[config.mk]
export PLATFORM = sky130hd
export DESIGN_NAME = assoc_id_cache_lru_random_top
export DESIGN_NICKNAME = d
export VERILOG_FILES = /design/src/hw/rtl/aic_pkg.sv /design/src/hw/rtl/aic_ram.sv /design/src/hw/rtl/aic_dp.sv /design/src/hw/rtl/aic_ctrl.sv /design/src/hw/rtl/assoc_id_cache_lru_random_top.sv
export SDC_FILE = /design/constraint.sdc
export NUM_CORES = 1
export LEC_CHECK = 0
export BUFFER_PORTS_ARGS = -buffer_cell sky130_fd_sc_hd__buf_4
export CAP_MARGIN = 20
export CORE_UTILIZATION = 50
export DETAILED_ROUTE_END_ITERATION = 16
export GPL_ROUTABILITY_DRIVEN = 0
export PLACE_DENSITY_LB_ADDON = 0.05
export RECOVER_POWER = 25
export SYNTH_ARGS = -nofsm -noshare
export SYNTH_HDL_FRONTEND = slang
export SYNTH_SLANG_ARGS = --single-unit
export TNS_END_PERCENT = 20
[constraint.sdc]
create_clock -name clk -period 5.77 [get_ports clk]
set_clock_uncertainty 0.15 [all_clocks]
set_input_delay 1.154 -clock clk [delete_from_list [all_inputs] [get_ports clk]]
set_output_delay 1.154 -clock clk [all_outputs]
set_load 0.01 [all_outputs]
[src/hw/rtl/aic_pkg.sv]
// Shared types and constants for the associative id cache.
package aic_pkg;

    // Default geometry
    localparam int SLOTS_DEF   = 16;
    localparam int ID_BITS_DEF = 16;

    // Fixed field widths
    localparam int ID_W      = 16;
    localparam int STATUS_W  = 3;
    localparam int SLOT_OUT_W = 4;
    localparam int STAMP_W   = 32;
    localparam int LFSR_W    = 16;
    localparam int MOD_CNT_W = $clog2(LFSR_W + 1);
    localparam logic [LFSR_W-1:0] LFSR_SEED = 16'hACE1;

    // Configuration register map
    localparam int CFG_ADDR_W = 3;
    localparam logic [0:0] REG_REPLACE_MODE = 1'b0;

    // Operation codes
    localparam logic OP_STORE    = 1'b0;
    localparam logic OP_RETRIEVE = 1'b1;

    // Result status codes
    typedef enum logic [STATUS_W-1:0] {
        ST_HIT      = 3'd0,
        ST_FILLED   = 3'd1,
        ST_STORED   = 3'd2,
        ST_FULL     = 3'd3,
        ST_NOTFOUND = 3'd4
    } status_t;

    // Controller to datapath
    typedef struct packed {
        logic    load;       // take a new item
        logic    scan_en;    // step the slot scan
        logic    lfsr_step;  // advance LFSR, start modulo
        logic    mod_en;     // one modulo step
        logic    pick;       // latch victim slot
        logic    pick_lru;   // victim from LRU tracker, else from modulo
        logic    wr_en;      // write tag, stamp and occupied bit
        logic    res_load;   // load result register
        status_t res_code;
    } cmd_t;

    // Datapath to controller
    typedef struct packed {
        logic found;
        logic scan_done;
        logic mod_done;
        logic out_free;
        logic op;
        logic backing;
    } stat_t;

endpackage

[src/hw/rtl/aic_ram.sv]
// Generic simple dual-port RAM with registered read.
module aic_ram #(
    parameter int WIDTH = 16,
    parameter int DEPTH = 16
) (
    input  logic                     clk,
    input  logic                     we,
    input  logic [$clog2(DEPTH)-1:0] waddr,
    input  logic [WIDTH-1:0]         wdata,
    input  logic [$clog2(DEPTH)-1:0] raddr,
    output logic [WIDTH-1:0]         rdata
);

    logic [WIDTH-1:0] mem [DEPTH];

    always_ff @(posedge clk)
    begin
        if (we)
        begin
            mem[waddr] <= wdata;
        end
        rdata <= mem[raddr];
    end

endmodule

[src/hw/rtl/aic_dp.sv]
// Datapath: slot scan, LRU tracker, LFSR and modulo, tag/stamp stores, result register.
module aic_dp #(
    parameter int SLOTS   = aic_pkg::SLOTS_DEF,
    parameter int ID_BITS = aic_pkg::ID_BITS_DEF
) (
    input  logic                          clk,
    input  logic                          rst_n,
    input  logic                          in_operation,
    input  logic [aic_pkg::ID_W-1:0]      in_id,
    input  logic                          in_backing,
    input  aic_pkg::cmd_t                 cmd,
    output aic_pkg::stat_t                stat,
    input  logic                          out_ready,
    output logic                          out_valid,
    output logic [aic_pkg::STATUS_W-1:0]  out_status,
    output logic [aic_pkg::SLOT_OUT_W-1:0] out_slot
);
    import aic_pkg::*;

    localparam int SLOT_W = $clog2(SLOTS);
    localparam int TAG_W  = (ID_BITS < ID_W) ? ID_BITS : ID_W;
    localparam logic [SLOT_W:0] SLOTS_V = (SLOT_W + 1)'(SLOTS);
    localparam logic [MOD_CNT_W-1:0] MOD_STEPS = MOD_CNT_W'(2);
    // Reciprocal of SLOTS scaled by 2^RECIP_SH, rounded down
    localparam int RECIP_SH = 32;
    localparam logic [63:0] RECIP_FULL = (64'd1 << RECIP_SH) / 64'(SLOTS);
    localparam logic [RECIP_SH-1:0] RECIP = RECIP_FULL[RECIP_SH-1:0];
    localparam logic [LFSR_W-1:0] SLOTS_L = LFSR_W'(SLOTS);

    // Item and control registers
    logic                  op_reg, back_reg;
    logic [TAG_W-1:0]      id_reg;
    logic [STAMP_W-1:0]    cnt_reg;
    logic [LFSR_W-1:0]     lfsr_reg;
    logic [SLOTS-1:0]      used_reg;
    logic [SLOT_W:0]       addr_reg;
    logic                  chk_vld_reg;
    logic [SLOT_W-1:0]     chk_idx_reg;
    logic                  best_vld_reg;
    logic [SLOT_W-1:0]     best_idx_reg;
    logic [STAMP_W-1:0]    best_stamp_reg;
    logic [SLOT_W-1:0]     sel_reg;
    logic [SLOT_W-1:0]     rem_reg;
    logic [LFSR_W-1:0]     mod_src_reg;
    logic [LFSR_W-1:0]     quot_reg;
    logic [MOD_CNT_W-1:0]  mod_cnt_reg;
    logic                  out_vld_reg;
    logic [STATUS_W-1:0]   out_status_reg;
    logic [SLOT_OUT_W-1:0] out_slot_reg;

    logic [TAG_W-1:0]      tag_rdata;
    logic [STAMP_W-1:0]    stamp_rdata;
    logic                  chk_used, hit_now, better;
    logic [STAMP_W-1:0]    stamp_eff;
    logic                  lfsr_fb;
    logic [LFSR_W-1:0]     lfsr_next;
    logic [LFSR_W+RECIP_SH-1:0] prod;
    logic [LFSR_W-1:0]     qs;
    logic [LFSR_W-1:0]     diff;
    logic [SLOT_W-1:0]     rem_next;
    logic [31:0]           sel_ext;
    logic                  res_no_slot;

    // Tag and stamp stores, scanned through one read port each
    aic_ram #(.WIDTH(TAG_W), .DEPTH(SLOTS)) u_tag_ram (
        .clk   (clk),
        .we    (cmd.wr_en),
        .waddr (sel_reg),
        .wdata (id_reg),
        .raddr (addr_reg[SLOT_W-1:0]),
        .rdata (tag_rdata)
    );

    aic_ram #(.WIDTH(STAMP_W), .DEPTH(SLOTS)) u_stamp_ram (
        .clk   (clk),
        .we    (cmd.wr_en),
        .waddr (sel_reg),
        .wdata (cnt_reg),
        .raddr (addr_reg[SLOT_W-1:0]),
        .rdata (stamp_rdata)
    );

    // Compare of the entry read last cycle; a free slot reads stamp zero
    always_comb
    begin
        chk_used  = used_reg[chk_idx_reg];
        stamp_eff = chk_used ? stamp_rdata : '0;
        if (op_reg == OP_RETRIEVE)
        begin
            hit_now = chk_vld_reg && chk_used && (tag_rdata == id_reg);
        end
        else
        begin
            hit_now = chk_vld_reg && !chk_used;
        end
        better = !best_vld_reg || (stamp_eff < best_stamp_reg);
    end

    // LFSR and remainder by reciprocal multiply
    always_comb
    begin
        lfsr_fb   = lfsr_reg[0] ^ lfsr_reg[2] ^ lfsr_reg[3] ^ lfsr_reg[5];
        lfsr_next = {lfsr_fb, lfsr_reg[LFSR_W-1:1]};
        prod      = mod_src_reg * RECIP;
        // quotient estimate is exact or one short, so one subtract finishes it
        qs        = LFSR_W'(quot_reg * SLOTS_L);
        diff      = mod_src_reg - qs;
        if (diff >= SLOTS_L)
        begin
            rem_next = SLOT_W'(diff - SLOTS_L);
        end
        else
        begin
            rem_next = diff[SLOT_W-1:0];
        end
    end

    // Result slot, zero where no slot applies
    always_comb
    begin
        sel_ext     = 32'(sel_reg);
        res_no_slot = (cmd.res_code == ST_FULL) || (cmd.res_code == ST_NOTFOUND);
    end

    // Control state
    always_ff @(posedge clk or negedge rst_n)
    begin
        if (!rst_n)
        begin
            cnt_reg      <= '0;
            lfsr_reg     <= LFSR_SEED;
            used_reg     <= '0;
            addr_reg     <= '0;
            chk_vld_reg  <= 1'b0;
            best_vld_reg <= 1'b0;
            mod_cnt_reg  <= '0;
            out_vld_reg  <= 1'b0;
        end
        else
        begin
            if (cmd.load)
            begin
                cnt_reg      <= cnt_reg + 1'b1;
                addr_reg     <= '0;
                chk_vld_reg  <= 1'b0;
                best_vld_reg <= 1'b0;
            end
            else if (cmd.scan_en)
            begin
                if (addr_reg < SLOTS_V)
                begin
                    addr_reg    <= addr_reg + 1'b1;
                    chk_vld_reg <= 1'b1;
                end
                else
                begin
                    chk_vld_reg <= 1'b0;
                end
                if (chk_vld_reg)
                begin
                    best_vld_reg <= 1'b1;
                end
            end
            if (cmd.lfsr_step)
            begin
                lfsr_reg    <= lfsr_next;
                mod_cnt_reg <= '0;
            end
            else if (cmd.mod_en)
            begin
                mod_cnt_reg <= mod_cnt_reg + 1'b1;
            end
            if (cmd.wr_en)
            begin
                used_reg[sel_reg] <= 1'b1;
            end
            if (cmd.res_load)
            begin
                out_vld_reg <= 1'b1;
            end
            else if (out_ready)
            begin
                out_vld_reg <= 1'b0;
            end
        end
    end

    // Payload registers
    always_ff @(posedge clk)
    begin
        if (cmd.load)
        begin
            op_reg   <= in_operation;
            id_reg   <= in_id[TAG_W-1:0];
            back_reg <= in_backing;
        end
        if (cmd.scan_en)
        begin
            chk_idx_reg <= addr_reg[SLOT_W-1:0];
            if (chk_vld_reg && better)
            begin
                best_idx_reg   <= chk_idx_reg;
                best_stamp_reg <= stamp_eff;
            end
            if (hit_now)
            begin
                sel_reg <= chk_idx_reg;
            end
        end
        // first step takes the quotient, second the corrected remainder
        if (cmd.lfsr_step)
        begin
            mod_src_reg <= lfsr_next;
        end
        else if (cmd.mod_en)
        begin
            quot_reg <= prod[LFSR_W+RECIP_SH-1:RECIP_SH];
            rem_reg  <= rem_next;
        end
        if (cmd.pick)
        begin
            sel_reg <= cmd.pick_lru ? best_idx_reg : rem_reg;
        end
        if (cmd.res_load)
        begin
            out_status_reg <= cmd.res_code;
            out_slot_reg   <= res_no_slot ? '0 : sel_ext[SLOT_OUT_W-1:0];
        end
    end

    // Status back to the controller
    always_comb
    begin
        stat.found     = hit_now;
        stat.scan_done = !chk_vld_reg && (addr_reg == SLOTS_V);
        stat.mod_done  = (mod_cnt_reg == MOD_STEPS);
        stat.out_free  = !out_vld_reg || out_ready;
        stat.op        = op_reg;
        stat.backing   = back_reg;
    end

    assign out_valid  = out_vld_reg;
    assign out_status = out_status_reg;
    assign out_slot   = out_slot_reg;

endmodule

[src/hw/rtl/aic_ctrl.sv]
// Controller: sequences scan, victim choice, write-back and result per item.
module aic_ctrl (
    input  logic           clk,
    input  logic           rst_n,
    input  logic           in_valid,
    output logic           in_ready,
    input  logic           replace_lru,
    input  aic_pkg::stat_t stat,
    output aic_pkg::cmd_t  cmd
);
    import aic_pkg::*;

    typedef enum logic [2:0] {
        S_IDLE,
        S_SCAN,
        S_RAND,
        S_MOD,
        S_PICK,
        S_WRITE,
        S_DONE
    } state_t;

    state_t  state_reg, state_next;
    status_t code_reg, code_next;

    // Next state and commands
    always_comb
    begin
        state_next = state_reg;
        code_next  = code_reg;
        cmd        = '0;
        cmd.res_code = code_reg;
        cmd.pick_lru = replace_lru;
        case (state_reg)
            S_IDLE:
            begin
                if (in_valid)
                begin
                    cmd.load   = 1'b1;
                    state_next = S_SCAN;
                end
            end
            S_SCAN:
            begin
                cmd.scan_en = 1'b1;
                if (stat.found)
                begin
                    code_next  = (stat.op == OP_RETRIEVE) ? ST_HIT : ST_STORED;
                    state_next = S_WRITE;
                end
                else if (stat.scan_done)
                begin
                    if (stat.op == OP_STORE)
                    begin
                        code_next  = ST_FULL;
                        state_next = S_DONE;
                    end
                    else if (!stat.backing)
                    begin
                        code_next  = ST_NOTFOUND;
                        state_next = S_DONE;
                    end
                    else
                    begin
                        code_next  = ST_FILLED;
                        state_next = replace_lru ? S_PICK : S_RAND;
                    end
                end
            end
            S_RAND:
            begin
                cmd.lfsr_step = 1'b1;
                state_next    = S_MOD;
            end
            S_MOD:
            begin
                if (stat.mod_done)
                begin
                    state_next = S_PICK;
                end
                else
                begin
                    cmd.mod_en = 1'b1;
                end
            end
            S_PICK:
            begin
                cmd.pick   = 1'b1;
                state_next = S_WRITE;
            end
            S_WRITE:
            begin
                cmd.wr_en  = 1'b1;
                state_next = S_DONE;
            end
            S_DONE:
            begin
                if (stat.out_free)
                begin
                    cmd.res_load = 1'b1;
                    state_next   = S_IDLE;
                end
            end
            default:
            begin
                state_next = S_IDLE;
            end
        endcase
    end

    // State and result code
    always_ff @(posedge clk or negedge rst_n)
    begin
        if (!rst_n)
        begin
            state_reg <= S_IDLE;
            code_reg  <= ST_HIT;
        end
        else
        begin
            state_reg <= state_next;
            code_reg  <= code_next;
        end
    end

    assign in_ready = (state_reg == S_IDLE);

endmodule

[src/hw/rtl/assoc_id_cache_lru_random_top.sv]
// Top level of the fully associative message id cache with LRU or random refill.
//
// Caches message ids in SLOTS slots. A store beat (tuser 0) takes the lowest free slot or reports
// the cache full; a retrieve beat (tuser 1) looks the id up, refreshes its stamp on a hit, and on
// a miss with on_backing set fills a victim chosen by least recent stamp or by a 16-bit LFSR,
// as set by replace_mode (APB byte address 0, reset 1 = LRU). One item is worked at a time and
// one result beat comes back per item. The next input beat can be accepted in the cycle after the
// result is loaded. The time to a result is set by the one-entry-per-cycle scan through the
// single read port of the tag and stamp memories, and by the two-step reciprocal-multiply modulo
// of the LFSR value on a random fill. The next item is taken while a result still waits on the
// output.
module assoc_id_cache_lru_random_top #(
    parameter int SLOTS   = aic_pkg::SLOTS_DEF,
    parameter int ID_BITS = aic_pkg::ID_BITS_DEF
) (
    input  logic        clk,
    input  logic        rst_n,
    // input stream
    input  logic        s_tvalid,
    output logic        s_tready,
    input  logic [23:0] s_tdata,   // [15:0] message_id, [16] on_backing, [23:17] zero
    input  logic [0:0]  s_tuser,   // [0] operation
    // result stream
    output logic        m_tvalid,
    input  logic        m_tready,
    output logic [7:0]  m_tdata,   // [2:0] status, [6:3] slot, [7] zero
    // configuration
    input  logic                             psel,
    input  logic                             penable,
    input  logic                             pwrite,
    input  logic [aic_pkg::CFG_ADDR_W-1:0]   paddr,
    input  logic [31:0]                      pwdata,
    output logic [31:0]                      prdata,
    output logic                             pready
);
    import aic_pkg::*;

    logic                  mode_reg;
    logic                  cfg_wr, cfg_sel0;
    cmd_t                  cmd;
    stat_t                 stat;
    logic [STATUS_W-1:0]   res_status;
    logic [SLOT_OUT_W-1:0] res_slot;

    // APB register: replace_mode
    assign pready   = 1'b1;
    assign cfg_sel0 = (paddr[CFG_ADDR_W-1:2] == REG_REPLACE_MODE);
    assign cfg_wr   = psel && penable && pwrite && cfg_sel0;

    always_ff @(posedge clk or negedge rst_n)
    begin
        if (!rst_n)
        begin
            mode_reg <= 1'b1;
        end
        else if (cfg_wr)
        begin
            mode_reg <= pwdata[0];
        end
    end

    assign prdata = cfg_sel0 ? {31'b0, mode_reg} : '0;

    aic_ctrl u_ctrl (
        .clk         (clk),
        .rst_n       (rst_n),
        .in_valid    (s_tvalid),
        .in_ready    (s_tready),
        .replace_lru (mode_reg),
        .stat        (stat),
        .cmd         (cmd)
    );

    aic_dp #(.SLOTS(SLOTS), .ID_BITS(ID_BITS)) u_dp (
        .clk          (clk),
        .rst_n        (rst_n),
        .in_operation (s_tuser[0]),
        .in_id        (s_tdata[ID_W-1:0]),
        .in_backing   (s_tdata[ID_W]),
        .cmd          (cmd),
        .stat         (stat),
        .out_ready    (m_tready),
        .out_valid    (m_tvalid),
        .out_status   (res_status),
        .out_slot     (res_slot)
    );

    assign m_tdata = {1'b0, res_slot, res_status};

endmodule

### Word-level counts from Yosys, hierarchy flattened

Memory sizes are Yosys's and may differ from the RTL's. A register that Yosys moved wholly into a read port is not among the register bits.
Index checks and enable logic that the tools add are counted.

* register bits after elaboration: 185
* memory bits (writable): 768
* input bits: 67
* output and inout bits: 43
* logic and storage cells: 140
* memories: 2

Memories
* u_dp.u_stamp_ram.mem: depth 16, width 32, read ports 1, clocked after memory_dff 1, write ports 1, RTL line aic_ram.sv:14 `logic [WIDTH-1:0] mem [DEPTH];`
* u_dp.u_tag_ram.mem: depth 16, width 16, read ports 1, clocked after memory_dff 1, write ports 1, RTL line aic_ram.sv:14

* add/sub/neg operators: 5
* $lt $le $gt $ge: 6
* equal/unequal tests: 15
* mux-type cells: 51
* bitwise logic cells: 6
* reduce and logical (&&, ||, !) cells: 32

Operators with widths (count)
* $mux W3: 12
* $add A32 B1 Y32 const B: 1
* $lt A32 B32 Y1: 1
* $mux W32: 1
* $mux W5: 5
* $mux W1: 24
* $pmux W3 S7: 1
* $mux W4: 5
* $eq A16 B16 Y1: 1
* $ge A16 B5 Y1 const B: 1
* $or A16 B16 Y16: 1
* $reduce_bool A2 Y1: 8
* $sub A16 B16 Y16: 1
* $eq A3 B3 Y1 const B: 4
* $reduce_and A2 Y1: 6
* $add A5 B1 Y5 const B: 2
* $lt A4 B5 Y1 const B: 2
* $eq A3 B2 Y1 const B: 3
* $logic_and A1 B1 Y1: 9
* $ne A2 B2 Y1 const B: 3
* $eq A5 B2 Y1 const B: 1
* $eq A5 B5 Y1 const B: 1
* $lt A5 B5 Y1 const B: 1
* $bmux W1 S4: 1
* other kinds (12): 20

### Longest topological paths before layout

Gate-level depths: netlist of run 1.

* word-level depth: 8
* depth in mapped cells: 12
* gate-level depth less buffers: 11

### Hierarchy

Synthesis of run 1 repeated with hierarchy kept, for this count alone.

* cells, all modules: 1922
* area, all modules: 37757.5 um2

Modules (own cells, without submodules)
* aic_ram (u_dp.u_stamp_ram): times used 1, cells an instance 838, area each 19854.0 um2, seq. area each 16015.4 um2
* aic_ram (u_dp.u_tag_ram): times used 1, cells an instance 432, area each 10043.4 um2, seq. area each 8007.7 um2
* aic_dp: times used 1, cells an instance 560, area each 7113.1 um2, seq. area each 4249.1 um2
* aic_ctrl: times used 1, cells an instance 53, area each 436.7 um2, seq. area each 150.1 um2
* assoc_id_cache_lru_random_top: times used 1, cells an instance 39, area each 310.3 um2, seq. area each 26.3 um2

### Worst setup path before layout of run 1

OpenSTA, ideal clock, no wires.

* path type: flip-flop to flip-flop
* start point: reg u_dp.chk_idx_reg[2]
* end point: reg u_dp.best_idx_reg[0] (enable)
* setup time: 0.442 ns
* data arrival time: 4.787 ns
* required time: 5.178 ns
* setup slack: 0.390 ns
* cell stages (with the launch flop): 13
* path buffers: 1
* cells stage by stage: edfxtp_1 mux4_1 mux2i_1 mux2i_2 clkbuf_1 and2_1 ha_1 a21oi_1 o21ai_0 a221o_1 a2111oi_0 o31ai_1 o22ai_1

* cells in the longest elaborated chain, start to end: 7

Ends and longest elaborated chain
* from (decl): RTL line aic_dp.sv:38 `logic [SLOT_W-1:0] chk_idx_reg;`
* from (signal assigned): RTL line aic_dp.sv:199 `chk_idx_reg <= addr_reg[SLOT_W-1:0];`
* $bmux W1 S4: RTL line aic_dp.sv:86 `chk_used = used_reg[chk_idx_reg];`
* $mux W1 (implied by the code): RTL line aic_dp.sv:86
* $mux W32: RTL line aic_dp.sv:87 `stamp_eff = chk_used ? stamp_rdata : '0;`
* named net u_dp.stamp_eff[27]: RTL line aic_dp.sv:54 `logic [STAMP_W-1:0] stamp_eff;`
* $lt A32 B32 Y1: RTL line aic_dp.sv:96 `better = !best_vld_reg || (stamp_eff < best_stamp_reg);`
* $logic_or A1 B1 Y1: RTL line aic_dp.sv:96
* $logic_and A1 B1 Y1: RTL line aic_dp.sv:200 `if (chk_vld_reg && better)`
* $reduce_and A2 Y1 (no line)
* to (signal assigned): RTL line aic_dp.sv:202 `best_idx_reg <= chk_idx_reg;`
* to (decl): RTL line aic_dp.sv:40 `logic [SLOT_W-1:0] best_idx_reg;`

The timed path passes the listed nets, and every way through them passes these cells. The select of a mux whose other input is x is not followed.
A chain may end at the register's enable or synchronous reset.

### Worst setup path after layout of run 1

* start point: reg u_dp.chk_idx_reg[3]
* end point: reg u_dp.best_stamp_reg[16] (enable)

* cells in the longest elaborated chain, start to end: 7

Ends and longest elaborated chain
* $bmux W1 S4: RTL line aic_dp.sv:86
* $mux W1 (implied by the code): RTL line aic_dp.sv:86
* $mux W32: RTL line aic_dp.sv:87
* named net u_dp.stamp_eff[11]: RTL line aic_dp.sv:54
* $lt A32 B32 Y1: RTL line aic_dp.sv:96
* $logic_or A1 B1 Y1: RTL line aic_dp.sv:96
* $logic_and A1 B1 Y1: RTL line aic_dp.sv:200
* $reduce_and A2 Y1 (no line)
* to (signal assigned): RTL line aic_dp.sv:203 `best_stamp_reg <= stamp_eff;`
* to (decl): RTL line aic_dp.sv:41 `logic [STAMP_W-1:0] best_stamp_reg;`

The timed path passes the listed nets, and every way through them passes these cells. The select of a mux whose other input is x is not followed.

==> results.ini, run 1 <==
[finish]
nNetsFinal = 1963
drive_above_1_share_pct = 27.46
regMostFlops = u_dp.u_stamp_ram.mem
fin_cells = 2904
reg.largest.list = u_dp.u_stamp_ram.mem: 512 flops, u_dp.u_tag_ram.mem: 256 flops
n_antenna_cell = 0
post-route-util_pct = 57.47
largest_reg_flops = 512
area_delta_synth_final_pct = 12.96
stdcell_area_mm2 = 0.04221
filler_cell_count = 5479

[hold_path]
holdCritStartpoint = u_dp.mod_src_reg[1]
min_delay_worst_endpoint = u_dp.rem_reg[1]
holdPathStages = 0
hp-class = reg -> reg

[synth]
synth.most_common_cell = edfxtp_1
synth_edf_count = 845
synthTopCellsByCount = edfxtp_1 (845), mux4_2 (240), dfrtp_1 (75)
netlist_instances = 1751
synth.area.top_cells = edfxtp_1 (68%), mux4_2 (14%), dfrtp_1 (5.0%), dfxtp_1 (2.6%), ha_1 (1.2%)
synth_top_area_share_pct = 67.90
yosysUniqueCellTypes = 59
avgSynthCellArea_um2 = 21.34
ys.warnings.count = 0
ys_seq_elements = 977
mappedNetlistArea_mm2 = 0.03737
async_flop_share_pct = 8.598
seq_area_frac_synth_pct = 76.13
synth-main-ff-cell = edfxtp_1
yosysTopAreaCell = edfxtp_1

[placement]
place_area_mm2 = 0.03898
port_buffers = 36
dp_hpwl_mm = 39.99
dp_cells = 2716

[run_status]
status = finished with violations
violations = capacitance limit, slew limit

[setup_path]
crit_path_end_kind = register
reg2reg_to = u_dp.best_stamp_reg[16]
cp_slowest_cell = mux4_1
max_stage_delay_ns = 0.59
crit_start = u_dp.chk_idx_reg[3]
reg2regPathDepth = 13
start_kind = register
timing.reg2reg.setup_slack_ns = 0.87
cp_top_family = simple AND/OR/NAND/NOR gates
critPathArrivalTime_ns = 5.12
crit_buf_inv = 2
path_cells = mux4_1 -> mux2i_1 -> mux2i_4 -> and2_2 -> ha_1 -> nand4_1 -> or4_1 -> a21oi_1 -> nand3_1 -> a2111oi_0 -> buf_4 -> o22ai_4 -> buf_4
path_class = reg -> reg
cp.required_ns = 5.99
crit_fanout = 24
cp_common_cell = buf_4
r2r_start = u_dp.chk_idx_reg[3]

[cts]
clkTransAtPathRegs_ns = 0.06
cts_made_buffers = 100
cts_hold_repair.buffers = 0
htreeDepth = 3
cts-root-buf = clkbuf_16
cts_buffer_depth = 3
cts_tree = yes
clkLatencyLatePin_ns = 0.66
ctsResizeCount = 0
clock_sinks = 977
post-cts-setup-buffers = 0

[power]
p_per_area_mw_per_mm2 = 458.1
ir_drop_mv = 0.3127
leakage_nw = 13.14

[global_routing]
met2_usage_pct = 35.02
grtUsageMet1_pct = 30.43
grt_util_all_layers_pct = 21.41
grt_max_degree = 77
antenna_found_initial = 0
grt_pass1_vias = 17690
grt-ovfl-total = 0
grt_use_met3_pct = 3.054
grt_first_pass_wirelength_mm = 116.1
grt_busiest_layer = met2

[floorplanning]
fp.dieW_um = 275.4
core_mm2 = 0.07345
die_height_um = 275.4
num_rows = 99
die_area_mm2 = 0.07583
top_level_ports = 110
initial_utilization_pct = 50.87

[job]
max-cap-violations = 1

[sta]
finalCriticalPeriod_ns = 4.900
post-route-period-util_pct = 84.93
finalMaxSlewViolations = 33
rsz0062_at_grt = false
worst_slew_pin_slew_ns = 1.773
holdWs_ns = 0.2648
fmax_mhz = 204.1
slew_headroom_pct = -18.18
setup_tns_ns = 0
setup_viol = 0
finalHoldViolations = 0

[route]
routedWlPerCell_um = 27.03
antenna_left = 0
viasPerCell = 5.748
drc = 0
drt-total-wl_mm = 78.48
first_pass_iters = 5
drt-initial-drc-count = 1457
vias = 16690

-- placed cells by master, fill, tap and decap left out, drive strengths merged, types with 16 or more instances in the layout --
cell type	synthesis	layout
nand2	40	40
or2	16	16
conb	2	33
inv	39	42
buf	52	58
dfrtp	75	75
nor2	49	49
nand4	16	16
edfxtp	845	845
nand3	23	23
xor2	20	20
clkinv	0	33
xnor2	35	35
ha	36	36
mux2	19	19
and2	38	38
dfxtp	48	48
mux4	244	244
a21oi	21	21
clkbuf	49	163
-- how the worst max path moves through the flow --
stage	endpoint	slack [ns]	cells after the start
2_1_floorplan	u_dp.best_idx_reg[0]	0.39	12
3_3_place_gp	u_dp.best_stamp_reg[12]	0.78	12
3_5_place_dp	u_dp.best_stamp_reg[13]	0.75	12
4_1_cts	u_dp.best_stamp_reg[3]	0.75	12
5_1_grt	u_dp.best_stamp_reg[18]	0.35	12
6_report	u_dp.best_stamp_reg[16]	0.87	13
-- per-layer routing --
layer  share of wire, %  vias up
met5                  0        -
met4                1.9        0
met3                4.3      100
met2                 49      359
met1                 45     8970
li1                   -     7263
-- logic make-up after synthesis --
logic type	count (synthesis)	synth area share, %
other cells	2	0.02010
flops	977	76.13
mux	273	15.60
buf+inv	140	1.791
fa+ha+maj	36	1.205
compound gates	51	0.9142
xor+xnor	55	1.289
simple gates	217	3.054
-- stage by stage --
step | setup WS [ns] | total power [W]
2_1_floorplan | 0.3903 | 0.01203
3_3_place_gp | 0.7824 | 0.01318
3_5_place_dp | 0.7525 | 0.01326
4_1_cts | 0.7473 | 0.01957
5_1_grt | 0.3491 | 0.02021
6_report | 0.8696 | 0.01934
-- where the power goes --
part | switching (W) | internal [W] | total (W)
Combinational | 0.00186 | 0.00192 | 0.00378
Clock | 0.00263 | 0.00367 | 0.00631
Sequential | 0.000699 | 0.00856 | 0.00926
-- final cells by class --
class                           count  area [um2]  area share [%]
Tap cell                          959        1200           2.842
Multi-Input combinational cell    665        8503           20.14
Timing Repair Buffer               77       666.9           1.580
Inverter                           39       146.4          0.3468
Clock buffer                      144        2863           6.782
Sequential cell                   977       28460           67.42
Clock inverter                     43       374.1          0.8862
No activity file was read; power rests on OpenSTA's default activity.
==> run 2, diff against run 1 <==
- ABC_AREA: unset -> 1
- clock period: 5.77 -> 4.05 ns (I/O delays scaled with it)
==> results.ini, run 2 <==
[sta]
setup_tns_ns = 0
post-route-period-util_pct = 90.21
setup_viol = 0
finalMaxSlewViolations = 0
rsz0062_at_grt = false
finalCriticalPeriod_ns = 3.653
fmax_mhz = 273.7
finalHoldViolations = 0
slew_headroom_pct = 32.72
worst_slew_pin_slew_ns = 1.007
holdWs_ns = 0.2053

[synth]
ys.warnings.count = 0
synth.most_common_cell = edfxtp_1
mappedNetlistArea_mm2 = 0.03813
yosysTopAreaCell = edfxtp_1
async_flop_share_pct = 8.598
synth_top_area_share_pct = 66.56
synth-main-ff-cell = edfxtp_1
netlist_instances = 2989
synth.area.top_cells = edfxtp_1 (67%), o21ai_0 (5.5%), dfrtp_1 (4.9%), nor2_1 (4.7%), nand2_1 (3.4%)
yosysUniqueCellTypes = 47
avgSynthCellArea_um2 = 12.76
seq_area_frac_synth_pct = 74.62
synth_edf_count = 845
ys_seq_elements = 977
synthTopCellsByCount = edfxtp_1 (845), nor2_1 (474), o21ai_0 (419)

[route]
drt-total-wl_mm = 94.52
drc = 0
routedWlPerCell_um = 23.08
drt-initial-drc-count = 1872
viasPerCell = 5.729
antenna_left = 0
vias = 23470
first_pass_iters = 5

[floorplanning]
top_level_ports = 110
die_height_um = 278.1
core_mm2 = 0.07495
num_rows = 100
initial_utilization_pct = 50.87
fp.dieW_um = 278.1
die_area_mm2 = 0.07736

[placement]
port_buffers = 36
place_area_mm2 = 0.04005
dp_hpwl_mm = 48.91
dp_cells = 3905

[finish]
drive_above_1_share_pct = 9.562
reg.largest.list = u_dp.u_stamp_ram.mem: 512 flops, u_dp.u_tag_ram.mem: 256 flops
fin_cells = 4096
stdcell_area_mm2 = 0.04340
final_cell_mix = edfxtp_1 (845), nor2_1 (455), o21ai_0 (419), nand2_1 (347), o22ai_1 (194)
nNetsFinal = 3142
n_antenna_cell = 0
regMostFlops = u_dp.u_stamp_ram.mem
area_delta_synth_final_pct = 13.82
largest_reg_flops = 512
final_common_cell = edfxtp_1

[cts]
cts_buffer_depth = 3
cts-root-buf = clkbuf_16
cts_tree = yes
post-cts-setup-buffers = 0
clkTransAtPathRegs_ns = 0.06
clkLatencyLatePin_ns = 0.65
clock_sinks = 977
htreeDepth = 3
cts_made_buffers = 100

[global_routing]
grt_util_all_layers_pct = 24.58
grt_max_degree = 127
antenna_found_initial = 0
grt_pass1_vias = 23350
grt_first_pass_wirelength_mm = 142.5
grt-ovfl-total = 0

[run_status]
status = completed

[power]
ir_drop_mv = 0.3970
p_per_area_mw_per_mm2 = 666.1
leakage_nw = 15.15

[hold_path]
hp-class = in -> reg

[setup_path]
crit_fanout = 31
critPathArrivalTime_ns = 3.83
path_class = reg -> reg
start_kind = register
crit_path_end_kind = register
cp.required_ns = 4.23

[job]
max-cap-violations = 0

-- run 2: worst max-delay path, cell delays in order (launching register included) --
cell       delay [ns]
edfxtp_1         0.50
inv_1            0.16
nand3_1          0.10
nand3_1          0.08
nand3_1          0.07
nand2_1          0.13
inv_1            0.10
buf_12           0.16
nor2_1           0.17
ha_1             0.27
a21oi_1          0.14
nor2_1           0.06
a2111oi_1        0.46
nand2_1          0.10
nand2_1          0.07
nand2_1          0.14
a21oi_4          0.20
buf_12           0.21
-- run 2: layout make-up --
class / instances / area (um2)
clock buffers: 143 / 2889
multi-input cells: 1715 / 8593
clock inverters: 47 / 454.2
fillers: 5977 / 31550
repair buffers: 104 / 1251
well taps: 969 / 1212
inverters: 141 / 539.3
flip-flops and latches: 977 / 28460
-- run 2: worst paths after layout --
kind	startpoint	to	slack (ns)	cells past startpoint
setup / recovery	u_dp.chk_idx_reg[1]	u_dp.best_stamp_reg[13]	0.40	17
min in group asynchronous	rst_n	u_dp.used_reg[11]	0.58	2
hold / removal	m_tready	u_dp.out_valid	0.21	2
setup reg to reg	u_dp.chk_idx_reg[1]	u_dp.best_stamp_reg[13]	0.40	17
max in group asynchronous	rst_n	u_dp.cnt_reg[10]	2.34	3
hold reg to reg	u_dp.mod_src_reg[1]	u_dp.rem_reg[1]	0.28	0
-- run 2: where the power goes --
group / internal, W / leakage, nW / switching (W)
Sequential: 0.0121 / 9.16 / 0.000782
Clock: 0.00546 / 1.63 / 0.00374
Combinational: 0.00209 / 4.36 / 0.00471
Total: 0.0197 / 15.1 / 0.00923
-- run 2: through the flow --
stage	total power (W)	setup WS [ns]	utilization, %
2_1_floorplan	0.01733	0.2781	-
3_3_place_gp	0.01973	0.3367	53.44
3_5_place_dp	0.01991	0.3371	53.44
4_1_cts	0.02912	0.2971	57.91
5_1_grt	0.03032	0.02659	57.90
6_report	0.02890	0.3965	57.90
-- run 2: cells by family (layout without fill, tap and decap cells) --
kind of cell             Yosys count  after routing  synth area share (%)
buffers and inverters            328            435                 3.554
XOR/XNOR                          43             43                0.9878
other                              2             33               0.01970
adder cells (fa/ha/maj)           36             36                 1.181
AND/OR/NAND/NOR                  955            955                 10.37
AO/OA/AOI/OAI                    648            648                 9.265
flip-flops                       977            977                 74.62
-- run 2: per-layer routing --
metal | global-route usage (%) | part of all wire [%] | up-vias
met4 | 7.168 | 2.5 | 0
met3 | 3.131 | 4.6 | 146
met1 | 32.74 | 43 | 11880
li1 | - | - | 10790
met2 | 42.29 | 50 | 646
met5 | 0 | 0 | -
-- run 2: timing repair --
| action | 4_1_cts | 5_1_grt |
|---|---|---|
| resized for setup | 0 | 1 |
| endpoints found under the hold margin | 28 | 0 |
| setup endpoints to repair | 0 | 36 |
| hold buffers | 1 | 0 |
